**src/hdl/lpmd_pkg.sv**
```systemverilog
// Shared types and constants for the length-prefixed message deframer.
package lpmd_pkg;

    // Frame layout
    localparam int HDR_BYTES = 4;      // bytes in each header word
    localparam int UID_BYTES = 16;     // uid length that marks a valid uid

    // Result queue sizing
    localparam int FIFO_DEPTH = 4;
    localparam int PTR_W      = $clog2(FIFO_DEPTH);
    localparam int CNT_W      = $clog2(FIFO_DEPTH + 1);

    localparam logic signed [31:0] VERSION_RESET = 32'sd1;

    typedef enum logic [2:0] {
        PH_LEN,
        PH_VER,
        PH_UIDLEN,
        PH_UID,
        PH_PAYLEN,
        PH_PAY,
        PH_SKIP
    } phase_t;

    typedef enum logic [1:0] {
        KIND_UID = 2'd0,
        KIND_PAY = 2'd1,
        KIND_END = 2'd2
    } kind_t;

    typedef struct packed {
        kind_t              kind;
        logic [7:0]         data;
        logic [30:0]        length;
        logic signed [31:0] ftype;
        logic               uid_ok;
        logic               last;
    } result_t;

    // Up to two results per accepted byte: a data byte and an end record
    typedef struct packed {
        logic    a_vld;
        logic    b_vld;
        result_t a;
        result_t b;
    } result_pair_t;

endpackage

```
**src/hdl/length_prefixed_message_deframer_core.sv**
```systemverilog
// Length-prefixed message deframer: top level.
// An accepted byte's results are queued and can be offered from the next cycle.
// Throughput: one byte per cycle while item_ready is high; a byte that also closes
// a frame gives two results, drained one per ready cycle through a four-entry result queue.
// item_ready is high while the queue holds at most two results.
// Reset: asynchronous, active low; frame state cleared, queue emptied, version set to 1.
module length_prefixed_message_deframer_core (
    input  logic               clk,
    input  logic               rst_n,
    // configuration: expected protocol version
    input  logic               write_enable,
    input  logic signed [31:0] write_data,
    // input stream
    input  logic               item_valid,
    output logic               item_ready,
    input  logic               action,
    input  logic [7:0]         data_byte,
    // results
    output logic               result_valid,
    input  logic               result_ready,
    output logic [1:0]         out_kind,
    output logic [7:0]         out_byte,
    output logic [30:0]        frame_length,
    output logic signed [31:0] frame_type,
    output logic               uid_valid,
    output logic               last
);

    lpmd_pkg::result_pair_t pair;
    lpmd_pkg::result_t      head;
    logic                   take;

    // input transfer goes straight into the parser state
    assign take = item_valid && item_ready;

    // Parser: header words, field counters and type word accumulation.
    // Every accepted byte yields zero, one or two results in the same cycle.
    lpmd_parser u_parser (
        .clk          (clk),
        .rst_n        (rst_n),
        .write_enable (write_enable),
        .write_data   (write_data),
        .take         (take),
        .action       (action),
        .data_byte    (data_byte),
        .pair         (pair)
    );

    // Result queue parts the two sides; input is taken while room for two results is left,
    // so input keeps flowing while the consumer stalls and the queue fills.
    lpmd_result_fifo u_fifo (
        .clk        (clk),
        .rst_n      (rst_n),
        .pair       (pair),
        .room       (item_ready),
        .head       (head),
        .head_valid (result_valid),
        .pop_ready  (result_ready)
    );

    assign out_kind     = head.kind;
    assign out_byte     = head.data;
    assign frame_length = head.length;
    assign frame_type   = head.ftype;
    assign uid_valid    = head.uid_ok;
    assign last         = head.last;

endmodule

```
**src/hdl/lpmd_parser.sv**
```systemverilog
// Frame parser: header state, counters and accumulators, one byte per cycle while take is high.
module lpmd_parser (
    input  logic                 clk,
    input  logic                 rst_n,
    input  logic                 write_enable,
    input  logic signed [31:0]   write_data,
    input  logic                 take,
    input  logic                 action,
    input  logic [7:0]           data_byte,
    output lpmd_pkg::result_pair_t pair
);

    lpmd_pkg::phase_t   phase_reg, phase_next;
    logic [30:0]        bytes_reg, bytes_next;
    logic [30:0]        declared_reg, declared_next;
    logic [31:0]        acc_reg, acc_next;
    logic [30:0]        rem_reg, rem_next;
    logic               mismatch_reg, mismatch_next;
    logic [31:0]        tacc_reg, tacc_next;
    logic [2:0]         tseen_reg, tseen_next;
    logic               uid16_reg, uid16_next;
    logic signed [31:0] version_reg;

    logic [31:0]        shifted;
    logic [30:0]        field_len;
    logic [30:0]        rem_dec;
    logic [30:0]        bytes_inc;
    logic               byte_vld;
    lpmd_pkg::kind_t    byte_kind;
    logic               frame_done;
    logic               bad;
    logic               end_vld;
    lpmd_pkg::result_t  byte_res;
    lpmd_pkg::result_t  end_res;

    assign shifted   = {acc_reg[23:0], data_byte};
    assign field_len = shifted[31] ? 31'd0 : shifted[30:0];   // negative length -> 0
    assign rem_dec   = rem_reg - 31'd1;
    assign bytes_inc = bytes_reg + 31'd1;

    always_comb
    begin
        phase_next    = phase_reg;
        bytes_next    = bytes_reg;
        declared_next = declared_reg;
        acc_next      = acc_reg;
        rem_next      = rem_reg;
        mismatch_next = mismatch_reg;
        tacc_next     = tacc_reg;
        tseen_next    = tseen_reg;
        uid16_next    = uid16_reg;
        byte_vld      = 1'b0;
        byte_kind     = lpmd_pkg::KIND_UID;
        frame_done    = 1'b0;
        bad           = 1'b0;
        end_vld       = 1'b0;
        end_res       = '0;

        if (take && !action)
        begin
            bytes_next = bytes_inc;
            case (phase_reg)
                lpmd_pkg::PH_LEN:
                begin
                    acc_next = shifted;
                    if (bytes_inc >= 31'(lpmd_pkg::HDR_BYTES))
                    begin
                        // short or negative length taken as one header word
                        declared_next = (shifted[31] || shifted < 32'(lpmd_pkg::HDR_BYTES))
                                      ? 31'(lpmd_pkg::HDR_BYTES) : shifted[30:0];
                        phase_next    = lpmd_pkg::PH_VER;
                        acc_next      = '0;
                        rem_next      = 31'(lpmd_pkg::HDR_BYTES);
                    end
                end
                lpmd_pkg::PH_VER:
                begin
                    acc_next = shifted;
                    rem_next = rem_dec;
                    if (rem_dec == '0)
                    begin
                        if (shifted != version_reg)
                        begin
                            mismatch_next = 1'b1;
                            phase_next    = lpmd_pkg::PH_SKIP;
                        end
                        else
                        begin
                            phase_next = lpmd_pkg::PH_UIDLEN;
                            rem_next   = 31'(lpmd_pkg::HDR_BYTES);
                        end
                        acc_next = '0;
                    end
                end
                lpmd_pkg::PH_UIDLEN:
                begin
                    acc_next = shifted;
                    rem_next = rem_dec;
                    if (rem_dec == '0)
                    begin
                        acc_next   = '0;
                        uid16_next = (field_len == 31'(lpmd_pkg::UID_BYTES));
                        if (field_len == '0)
                        begin
                            phase_next = lpmd_pkg::PH_PAYLEN;
                            rem_next   = 31'(lpmd_pkg::HDR_BYTES);
                        end
                        else
                        begin
                            phase_next = lpmd_pkg::PH_UID;
                            rem_next   = field_len;
                        end
                    end
                end
                lpmd_pkg::PH_UID:
                begin
                    byte_vld  = 1'b1;
                    byte_kind = lpmd_pkg::KIND_UID;
                    rem_next  = rem_dec;
                    if (rem_dec == '0)
                    begin
                        phase_next = lpmd_pkg::PH_PAYLEN;
                        rem_next   = 31'(lpmd_pkg::HDR_BYTES);
                        acc_next   = '0;
                    end
                end
                lpmd_pkg::PH_PAYLEN:
                begin
                    acc_next = shifted;
                    rem_next = rem_dec;
                    if (rem_dec == '0)
                    begin
                        acc_next   = '0;
                        rem_next   = field_len;
                        phase_next = (field_len == '0) ? lpmd_pkg::PH_SKIP
                                                       : lpmd_pkg::PH_PAY;
                    end
                end
                lpmd_pkg::PH_PAY:
                begin
                    byte_vld  = 1'b1;
                    byte_kind = lpmd_pkg::KIND_PAY;
                    if (tseen_reg < 3'd4)
                    begin
                        tacc_next  = {tacc_reg[23:0], data_byte};
                        tseen_next = tseen_reg + 3'd1;
                    end
                    rem_next = rem_dec;
                    if (rem_dec == '0)
                        phase_next = lpmd_pkg::PH_SKIP;
                end
                default:
                begin
                end
            endcase

            frame_done = (phase_next != lpmd_pkg::PH_LEN) && (bytes_next >= declared_next);
            // frame ending inside the version word reads the version as zero
            bad = (phase_next == lpmd_pkg::PH_VER) ? (version_reg != '0) : mismatch_next;
            end_vld = frame_done && !bad;

            end_res.kind   = lpmd_pkg::KIND_END;
            end_res.data   = '0;
            end_res.length = declared_next;
            end_res.ftype  = (tseen_next >= 3'd4) ? tacc_next : '0;
            end_res.uid_ok = uid16_next && (phase_next != lpmd_pkg::PH_UID);
            end_res.last   = 1'b1;
        end

        if (take && (action || frame_done))
        begin
            phase_next    = lpmd_pkg::PH_LEN;
            bytes_next    = '0;
            declared_next = '0;
            acc_next      = '0;
            rem_next      = '0;
            mismatch_next = 1'b0;
            tacc_next     = '0;
            tseen_next    = '0;
            uid16_next    = 1'b0;
        end
    end

    always_comb
    begin
        byte_res        = '0;
        byte_res.kind   = byte_kind;
        byte_res.data   = data_byte;
        byte_res.last   = !end_vld;

        pair = '0;
        if (byte_vld)
        begin
            pair.a_vld = 1'b1;
            pair.a     = byte_res;
            pair.b_vld = end_vld;
            pair.b     = end_res;
        end
        else
        begin
            pair.a_vld = end_vld;
            pair.a     = end_res;
        end
    end

    always_ff @(posedge clk or negedge rst_n)
    begin
        if (!rst_n)
        begin
            phase_reg    <= lpmd_pkg::PH_LEN;
            bytes_reg    <= '0;
            declared_reg <= '0;
            acc_reg      <= '0;
            rem_reg      <= '0;
            mismatch_reg <= 1'b0;
            tacc_reg     <= '0;
            tseen_reg    <= '0;
            uid16_reg    <= 1'b0;
            version_reg  <= lpmd_pkg::VERSION_RESET;
        end
        else
        begin
            phase_reg    <= phase_next;
            bytes_reg    <= bytes_next;
            declared_reg <= declared_next;
            acc_reg      <= acc_next;
            rem_reg      <= rem_next;
            mismatch_reg <= mismatch_next;
            tacc_reg     <= tacc_next;
            tseen_reg    <= tseen_next;
            uid16_reg    <= uid16_next;
            if (write_enable)
                version_reg <= write_data;
        end
    end

endmodule

```
**src/hdl/lpmd_result_fifo.sv**
```systemverilog
// Result queue: takes up to two results a cycle, hands out one while pop_ready is high.
module lpmd_result_fifo (
    input  logic                   clk,
    input  logic                   rst_n,
    input  lpmd_pkg::result_pair_t pair,
    output logic                   room,
    output lpmd_pkg::result_t      head,
    output logic                   head_valid,
    input  logic                   pop_ready
);

    lpmd_pkg::result_t           mem [lpmd_pkg::FIFO_DEPTH];
    logic [lpmd_pkg::PTR_W-1:0]  wr_ptr_reg, wr_ptr_next;
    logic [lpmd_pkg::PTR_W-1:0]  rd_ptr_reg, rd_ptr_next;
    logic [lpmd_pkg::CNT_W-1:0]  count_reg, count_next;
    logic [lpmd_pkg::PTR_W-1:0]  wr_ptr_b;
    logic [1:0]                  push_n;
    logic                        pop;

    assign room       = count_reg <= lpmd_pkg::CNT_W'(lpmd_pkg::FIFO_DEPTH - 2);
    assign head_valid = count_reg != '0;
    assign head       = mem[rd_ptr_reg];
    assign pop        = head_valid && pop_ready;
    assign push_n     = {1'b0, pair.a_vld} + {1'b0, pair.b_vld};
    assign wr_ptr_b   = wr_ptr_reg + lpmd_pkg::PTR_W'(1);

    always_comb
    begin
        wr_ptr_next = wr_ptr_reg + lpmd_pkg::PTR_W'(push_n);
        rd_ptr_next = pop ? rd_ptr_reg + lpmd_pkg::PTR_W'(1) : rd_ptr_reg;
        count_next  = count_reg + lpmd_pkg::CNT_W'(push_n)
                    - lpmd_pkg::CNT_W'(pop);
    end

    always_ff @(posedge clk)
    begin
        if (pair.a_vld)
            mem[wr_ptr_reg] <= pair.a;
        if (pair.b_vld)
            mem[wr_ptr_b] <= pair.b;
    end

    always_ff @(posedge clk or negedge rst_n)
    begin
        if (!rst_n)
        begin
            wr_ptr_reg <= '0;
            rd_ptr_reg <= '0;
            count_reg  <= '0;
        end
        else
        begin
            wr_ptr_reg <= wr_ptr_next;
            rd_ptr_reg <= rd_ptr_next;
            count_reg  <= count_next;
        end
    end

endmodule

```
**config.mk**
```make
export PLATFORM = sky130hd
export DESIGN_NAME = length_prefixed_message_deframer_core
export DESIGN_NICKNAME = d
export VERILOG_FILES = /design/src/hdl/lpmd_pkg.sv /design/src/hdl/length_prefixed_message_deframer_core.sv /design/src/hdl/lpmd_parser.sv /design/src/hdl/lpmd_result_fifo.sv
export SDC_FILE = /design/constraint.sdc
export NUM_CORES = 1
export LEC_CHECK = 0
export ABC_AREA = 1
export CAP_MARGIN = 30
export CORE_ASPECT_RATIO = 0.8
export CORE_MARGIN = 2
export CORE_UTILIZATION = 48
export DETAILED_ROUTE_END_ITERATION = 8
export DONT_BUFFER_PORTS = 1
export PLACE_DENSITY = 0.64
export SYNTH_ARGS = -nofsm -noshare
export SYNTH_HDL_FRONTEND = slang
export SYNTH_HIERARCHICAL = 1
export SYNTH_SLANG_ARGS = --single-unit
```
**constraint.sdc**
```tcl
create_clock -name clk -period 16.8 [get_ports clk]
set_input_delay 1.68 -clock clk [delete_from_list [all_inputs] [get_ports clk]]
set_output_delay 1.68 -clock clk [all_outputs]
set_load 0.05 [all_outputs]
```
==> results of run 1 <==
-- layout make-up --
| type | count | area (um2) | area share (%) |
|---|---|---|---|
| multi-input combinational | 2641 | 12250 | 39.62 |
| inverter | 460 | 1739 | 5.622 |
| tap | 779 | 974.7 | 3.151 |
| clock buffer | 76 | 1524 | 4.927 |
| sequential | 496 | 13920 | 44.99 |
| clock inverter | 24 | 254.0 | 0.8211 |
| timing repair buffer | 30 | 269.0 | 0.8696 |
-- cell families (layout without fill, tap and decap cells) --
family                   after synthesis  after routing  share of synthesized area, %
multiplexers                           7              7                        0.2684
AND/OR/NAND/NOR                     1777           1777                         25.07
adder cells (fa/ha/maj)               37             37                         1.628
XOR/XNOR                              37             37                         1.121
other                                  1              9                       0.01298
buffers and inverters                667            590                         9.814
AO/OA/AOI/OAI                        774            774                         13.94
flip-flops                           496            496                         48.14
-- routing by layer --
metal | track usage, % | up-vias | share of wire, %
met5 | 0 | - | 0
met4 | 6.818 | 0 | 2.4
met3 | 4.922 | 121 | 9.2
met2 | 38.26 | 991 | 41
met1 | 41.60 | 11500 | 47
li1 | - | 12090 | -
-- worst max-delay path: cells and delay by family (launching register included) --
family / cells / cell delay, ps
compound gates: 1 / 390
fa+ha+maj: 2 / 700
buf+inv: 6 / 1580
flops: 1 / 480
simple gates: 22 / 4640
-- synthesized netlist by cell type, types with 3 or more instances --
library cell | number | area [um2]
nand3_2 | 10 | 100.1
o22ai_1 | 67 | 419.2
o21ai_1 | 83 | 415.4
nor2_2 | 18 | 112.6
clkbuf_1 | 107 | 401.6
o211ai_1 | 7 | 52.55
nor2_1 | 480 | 1802
and2_1 | 6 | 37.54
o21ai_0 | 561 | 2808
nor3_1 | 30 | 150.1
nand3b_1 | 4 | 30.03
buf_6 | 18 | 202.7
nand2_1 | 1054 | 3956
nand2_4 | 4 | 45.04
buf_4 | 39 | 292.8
edfxtp_1 | 300 | 9009
mux2_2 | 6 | 67.56
xnor2_1 | 10 | 87.58
o41ai_1 | 3 | 26.28
inv_1 | 448 | 1682
ha_1 | 36 | 450.4
nand2_2 | 9 | 56.30
nor2_4 | 4 | 45.04
buf_2 | 33 | 165.2
a21oi_1 | 37 | 185.2
nand3_1 | 84 | 420.4
buf_1 | 9 | 33.78
or2_2 | 6 | 37.54
nand4_1 | 41 | 256.5
xor2_1 | 27 | 236.5
inv_2 | 8 | 30.03
a21o_1 | 3 | 22.52
dfrtp_1 | 195 | 4880
nor4_1 | 19 | 118.9
-- metrics by stage --
step | setup slack [ps] | total power [mW] | hold WS (ps) | utilization [%]
final | 8509 | 5.419 | 487.7 | 51.94
after global routing | 7819 | 5.766 | 519.9 | 51.94
after CTS | 8624 | 5.403 | 488.6 | 51.94
after detailed placement | 8623 | 4.198 | 473.1 | 48.95
after global placement | 8674 | 4.146 | 454.6 | 48.82
after floorplan | 9785 | 3.613 | 441.9 | -
-- path summary, 6_finish.rpt --
check                                       from                 endpoint  slack (ps)  cells past startpoint
max in group asynchronous                  rst_n     u_fifo/rd_ptr_reg[0]       15700                      0
setup / recovery           u_parser/bytes_reg[0]        u_fifo/mem[2][27]        8510                     31
setup reg to reg           u_parser/bytes_reg[0]        u_fifo/mem[2][27]        8510                     31
hold reg to reg            u_parser/tacc_reg[24]    u_parser/tacc_reg[24]         490                      2
hold / removal             u_parser/tacc_reg[24]    u_parser/tacc_reg[24]         490                      2
min in group asynchronous                  rst_n  u_parser/version_reg[6]         780                      0
-- power by group through the flow --
| stage | logic [mW] | registers, mW | clock network (mW) |
|---|---|---|---|
| 2_1_floorplan | 2.11 | 1.51 | 0 |
| 3_3_place_gp | 2.58 | 1.57 | 0 |
| 3_5_place_dp | 2.63 | 1.56 | 0 |
| 4_1_cts | 2.64 | 1.54 | 1.22 |
| 5_1_grt | 2.94 | 1.56 | 1.27 |
| 6_report | 2.67 | 1.54 | 1.20 |
==> key figures, run 1 <==
Cells and area
  – Filler-free cell count of the finished design: 4506
  – Diodes inserted: 0
  – Most common cell after layout, fill and taps aside: nand2_1
  – Net count, final: 3765
  – Proportion of layout cells with a drive suffix above 1: 5.178%
  – Most frequent cells in the layout: nand2_1 (1050), o21ai_0 (561), nor2_1 (478)
  – Area added between synthesis and finish: 7.031%
  – Final Instance Area: 0.03093 mm2
  – Flip-flop count of the largest register after layout: 300
  – Fill cell total of the finished layout: 5607

Placement
  – Cell count after placement: 4406
  – HPWL after DPL: 54.15 mm
  – Placed standard-cell area: 0.02916 mm2
  – Weighted congestion reported at the end of routability-driven placement: 0.9472
  – PortBufs: 0

STA
  – Count of endpoints failing setup in the final report: 0
  – Final worst path period need: 8291 ps
  – Sum Neg Setup Slack: 0 ps
  – Hold violation total from the final report: 0
  – Max frequency: 120.6 MHz
  – Max-slew headroom at the worst pin: 34.78%
  – Pin slew with the least headroom to its limit: 965.7 ps
  – Setup repair after global routing missed its margin: false
  – Number of max-slew violations in the final report: 0
  – Max Clock Skew: 26.71 ps
  – Final worst-path cycle share: 49.35%

Worst setup path
  – Worst Path Required: 17040 ps
  – WP data arrival: 8530 ps
  – Cell seen most often among critical-path stages: nand2_1
  – Max stage delay cell, worst path: nand2_4
  – Setup crit end kind: register
  – Longest individual stage delay on the worst path: 790 ps
  – Critical path start-end classification: reg -> reg
  – Nature of the critical path startpoint: register
  – Largest fanout on the critical path: 72

Synth
  – Yosys warnings: 6
  – Sequential cell area fraction in the yosys report: 48.14%
  – Synth unique cells: 58
  – Post-synthesis async set-or-reset flop share: 39.52%
  – Post-synthesis area per instance: 7.614 um2
  – Cells after synthesis: 3796
  – Dominant synthesized flop cell: edfxtp_1
  – Number of enable-type register cells in the synthesized netlist: 300
  – Summed instance area of the synthesized netlist: 0.02890 mm2
  – #FFs+latches synth: 496

Drt
  – Post-detailed-route wirelength per cell: 18.59 um
  – Pre-Repair DR Iteration Count: 6
  – Remaining antenna violation count: 0
  – Final routed DRC violation total: 0
  – Iteration-0 DRC Markers: 2849
  – Vias/cell: 5.480
  – Routed via count: 24690
  – Total routed wirelength: 83.75 mm

Global routing
  – Total overflow reported by the global router: 0
  – Antenna violations before repair: 0
  – Overall routing resource usage: 26.81%
  – Wire length of the first global-routing pass: 130.1 mm
  – Number of global-route vias before repair: 22200
  – Pin count of the biggest net entering global routing: 197

CTS
  – CTS tree: built
  – Clock transition time at the flip-flop clock pins of the worst setup and hold paths: 60 ps
  – Insertion delay of the later-clocked pin in the worst-skew pair: 630 ps
  – Number of instances resized during post-cts repair: 0
  – Number of H-tree levels: 2
  – Maximum clock path buffer count: 3
  – Sinks on Clock Net: 496
  – Post-CTS repair timing setup buffer count: 0
  – CTS Buf Count: 53
  – Number of hold buffers added after CTS: 0
  – Root Driver: clkbuf_16

Die
  – Boundary pin count: 123
  – Die ar.: 0.06220 mm2
  – Horizontal extent of the die: 278.3 um
  – Core Box Area: 0.05956 mm2
  – Effective utilization at floorplan: 48.53%
  – Vertical die dimension: 223.5 um
  – Number of cell rows: 80

Pwr
  – Internal power summed over all cells: 2.752 mW
  – Sequential fraction of design power: 28.5%
  – Switching Power: 2.667 mW
  – Pwr/cell area: 175.2 mW/mm2
  – Static leakage: 12.94 nW
  – Switching power share of the total: 49.21%
  – Logic pwr share: 49.3%
  – Share of power burned in the clock network: 22.2%
  – VDD IR-drop max: 0.00008697 V

Job
  – Max-cap violations: 0

Min path
  – Classification of the worst-slack hold path: reg -> reg

Run status
  – Run status: completed
Power figures use the tool's default switching activity.
==> run 2, diff against run 1 <==
--- a/config.mk
+++ b/config.mk
@@ -5,14 +5,14 @@
 export SDC_FILE = /design/constraint.sdc
 export NUM_CORES = 1
 export LEC_CHECK = 0
-export ABC_AREA = 1
+export ABC_AREA = 0
 export CAP_MARGIN = 30
 export CORE_ASPECT_RATIO = 0.8
 export CORE_MARGIN = 2
 export CORE_UTILIZATION = 48
 export DETAILED_ROUTE_END_ITERATION = 8
 export DONT_BUFFER_PORTS = 1
-export PLACE_DENSITY = 0.64
+export PLACE_DENSITY = 0.66
 export SYNTH_ARGS = -nofsm -noshare
 export SYNTH_HDL_FRONTEND = slang
 export SYNTH_HIERARCHICAL = 1
==> constraint.sdc (replaced) <==
create_clock -name clk -period 6.8 [get_ports clk]
set_input_delay 0.68 -clock clk [delete_from_list [all_inputs] [get_ports clk]]
set_output_delay 0.68 -clock clk [all_outputs]
set_load 0.05 [all_outputs]
==> key figures, run 2 <==
Global routing
  – Met2 Usage GRT: 39.97%
  – Wire length of the first global-routing pass: 118.4 mm
  – Total overflow reported by the global router: 0
  – Grt met1 use: 38.33%
  – Antenna violations before repair: 5
  – Grt peak-use layer: met2
  – Overall routing resource usage: 26.23%
  – Number of global-route vias before repair: 19040
  – Pin count of the biggest net entering global routing: 197
  – Routing usage on met3: 5.219%

Die
  – Boundary pin count: 123
  – Horizontal extent of the die: 270.5 um
  – Effective utilization at floorplan: 48.35%
  – Vertical die dimension: 217.2 um
  – Core Box Area: 0.05641 mm2
  – Number of cell rows: 78
  – Die ar.: 0.05875 mm2

Drt
  – Final routed DRC violation total: 0
  – Remaining antenna violation count: 0
  – Vias/cell: 6.310
  – Pre-Repair DR Iteration Count: 6
  – Iteration-0 DRC Markers: 2198
  – Routed via count: 19340
  – Total routed wirelength: 78.26 mm
  – Post-detailed-route wirelength per cell: 25.53 um

STA
  – Max frequency: 155.5 MHz
  – Sum Neg Setup Slack: 0 ps
  – Pin slew with the least headroom to its limit: 1103 ps
  – Hold violation total from the final report: 0
  – Number of max-slew violations in the final report: 0
  – Max Clock Skew: 26.70 ps
  – Count of endpoints failing setup in the final report: 0
  – Final worst-path cycle share: 94.60%
  – Max-slew headroom at the worst pin: 26.45%
  – Final worst path period need: 6433 ps
  – Setup repair after global routing missed its margin: false

Worst setup path
  – Nature of the critical path startpoint: register
  – Depth of the worst register-to-register path: 32
  – Critical path start-end classification: reg -> reg
  – Worst Path Required: 7280 ps
  – Max stage delay cell, worst path: dfrtp_1
  – Setup crit end kind: register
  – Origin of the critical flop-to-flop path: u_parser/bytes_reg[7]
  – Reg-to-reg setup timing slack: 370 ps
  – Reg-to-Reg End: u_fifo/count_reg[2]
  – Longest individual stage delay on the worst path: 410 ps
  – Largest fanout on the critical path: 6
  – WP data arrival: 6910 ps

CTS
  – Number of H-tree levels: 2
  – CTS tree: built
  – Maximum clock path buffer count: 3
  – Sinks on Clock Net: 496
  – Root Driver: clkbuf_16
  – Clock transition time at the flip-flop clock pins of the worst setup and hold paths: 60 ps
  – CTS Buf Count: 52
  – Insertion delay of the later-clocked pin in the worst-skew pair: 610 ps

Pwr
  – Pwr/cell area: 391.8 mW/mm2
  – VDD IR-drop max: 0.0001982 V
  – Tot Pwr: 12.04 mW
  – Static leakage: 11.95 nW

Synth
  – Post-synthesis async set-or-reset flop share: 39.52%
  – Cells after synthesis: 2235
  – Dominant cell by count in the synthesized netlist: mux2_2
  – #FFs+latches synth: 496
  – Synth unique cells: 83
  – Dominant synthesized flop cell: edfxtp_1
  – Biggest area consumer among synthesized cells: edfxtp_1
  – Largest cells by area after synthesis: edfxtp_1 (33%), dfrtp_1 (18%), mux2_2 (14%), mux4_2 (6.2%), nor2_1 (2.7%)
  – Sequential cell area fraction in the yosys report: 51.02%
  – Number of enable-type register cells in the synthesized netlist: 300
  – Area share of the leading cell type in the synthesized netlist: 33.03%
  – Top cells by instance count after synthesis: mux2_2 (336), edfxtp_1 (300), dfrtp_1 (195), nor2_1 (195), nand2_1 (134)
  – Summed instance area of the synthesized netlist: 0.02727 mm2
  – Yosys warnings: 6
  – Post-synthesis area per instance: 12.20 um2

Min path
  – Classification of the worst-slack hold path: in -> async

Placement
  – PortBufs: 0
  – Weighted congestion reported at the end of routability-driven placement: 0.9162
  – HPWL after DPL: 51.11 mm

Cells and area
  – Most common cell after layout, fill and taps aside: mux2_2
  – Most frequent cells in the layout: mux2_2 (336), edfxtp_1 (300), dfrtp_1 (192)
  – Proportion of layout cells with a drive suffix above 1: 29.61%
  – Net count, final: 2342
  – Area added between synthesis and finish: 12.72%
  – Flip-flop count of the largest register after layout: 300

Run status
  – Run status: completed

Job
  – Max-cap violations: 0
==> run 2: critical path, delay by kind of cell (launching register included) <==
family | cells | cell delay [ps]
compound gates | 9 | 1670
flops | 1 | 410
xor+xnor | 2 | 290
simple gates | 9 | 1680
fa+ha+maj | 5 | 1440
buf+inv | 7 | 820
==> run 2: worst max-delay path by stage <==
stage | from | to | slack, ps | depth (start not counted)
after CTS | u_parser/bytes_reg[11] | u_fifo/count_reg[2] | 60 | 33
after global placement | u_parser/bytes_reg[8] | u_fifo/count_reg[2] | 150 | 33
after floorplan | u_parser/bytes_reg[0] | u_fifo/mem[3][0] | -450 | 29
after detailed placement | u_parser/bytes_reg[8] | u_fifo/count_reg[2] | -8 | 33
after global routing | u_parser/bytes_reg[1] | u_fifo/count_reg[2] | 10 | 32
final | u_parser/bytes_reg[7] | u_fifo/count_reg[2] | 370 | 32
==> run 2: power by group <==
part,internal [mW],switching [mW]
combinational,1.73,3.37
sequential,3.44,0.459
clock,1.83,1.22
==> run 2: what timing repair did <==
action	4_1_cts	5_1_grt
pin swaps	2	12
cloned	1	0
hold endpoints to repair	196	0
endpoints found under the setup margin	1	15
resized for setup	3	23
hold buffers	1	0
buffers inserted	1	11
==> run 2: final cells by class <==
class                      count  area, um2
fill                        4795      25670
sequential                   496      13920
multi-input combinational   1542      12650
clock buffer                  67       1430
timing repair buffer         139       1279
tap                          760      950.9
clock inverter                31      395.4
inverter                      28      105.1
antenna                        2      5.005
==> run 2: per-layer routing <==
metal	vias to the layer above	part of all wire (%)
met4	0	2.4
met1	9872	44
met3	118	8.6
met5	-	0
li1	8518	-
met2	831	45
==> run 2: cells by family after synthesis <==
kind of cell               count (synthesis)  share of synthesized area [%]
xor gates and xnor gates                  85                          2.730
other                                      1                        0.01375
muxes                                    417                          20.29
DFF                                      496                          51.02
AOI/OAI and AO/OA                        387                          9.635
and+or+nand+nor                          607                          11.11
adders and majority gates                 37                          1.725
buffers and inverters                    205                          3.478
==> run 2: stage by stage <==
stage / util [%] / worst slack [ps] / instance area [um2] / hold slack, ps / cells
after floorplan: - / -448.7 / 27320 / 384.4 / 2243
after global placement: 50.66 / 149.6 / 28580 / 399.2 / 2948
after detailed placement: 50.80 / -7.975 / 28650 / 398.3 / 2951
after CTS: 54.13 / 64.83 / 30530 / 188.7 / 3052
after global routing: 54.49 / 14.46 / 30740 / 196.4 / 3063
final: 54.50 / 367.3 / 30740 / 106.9 / 3065
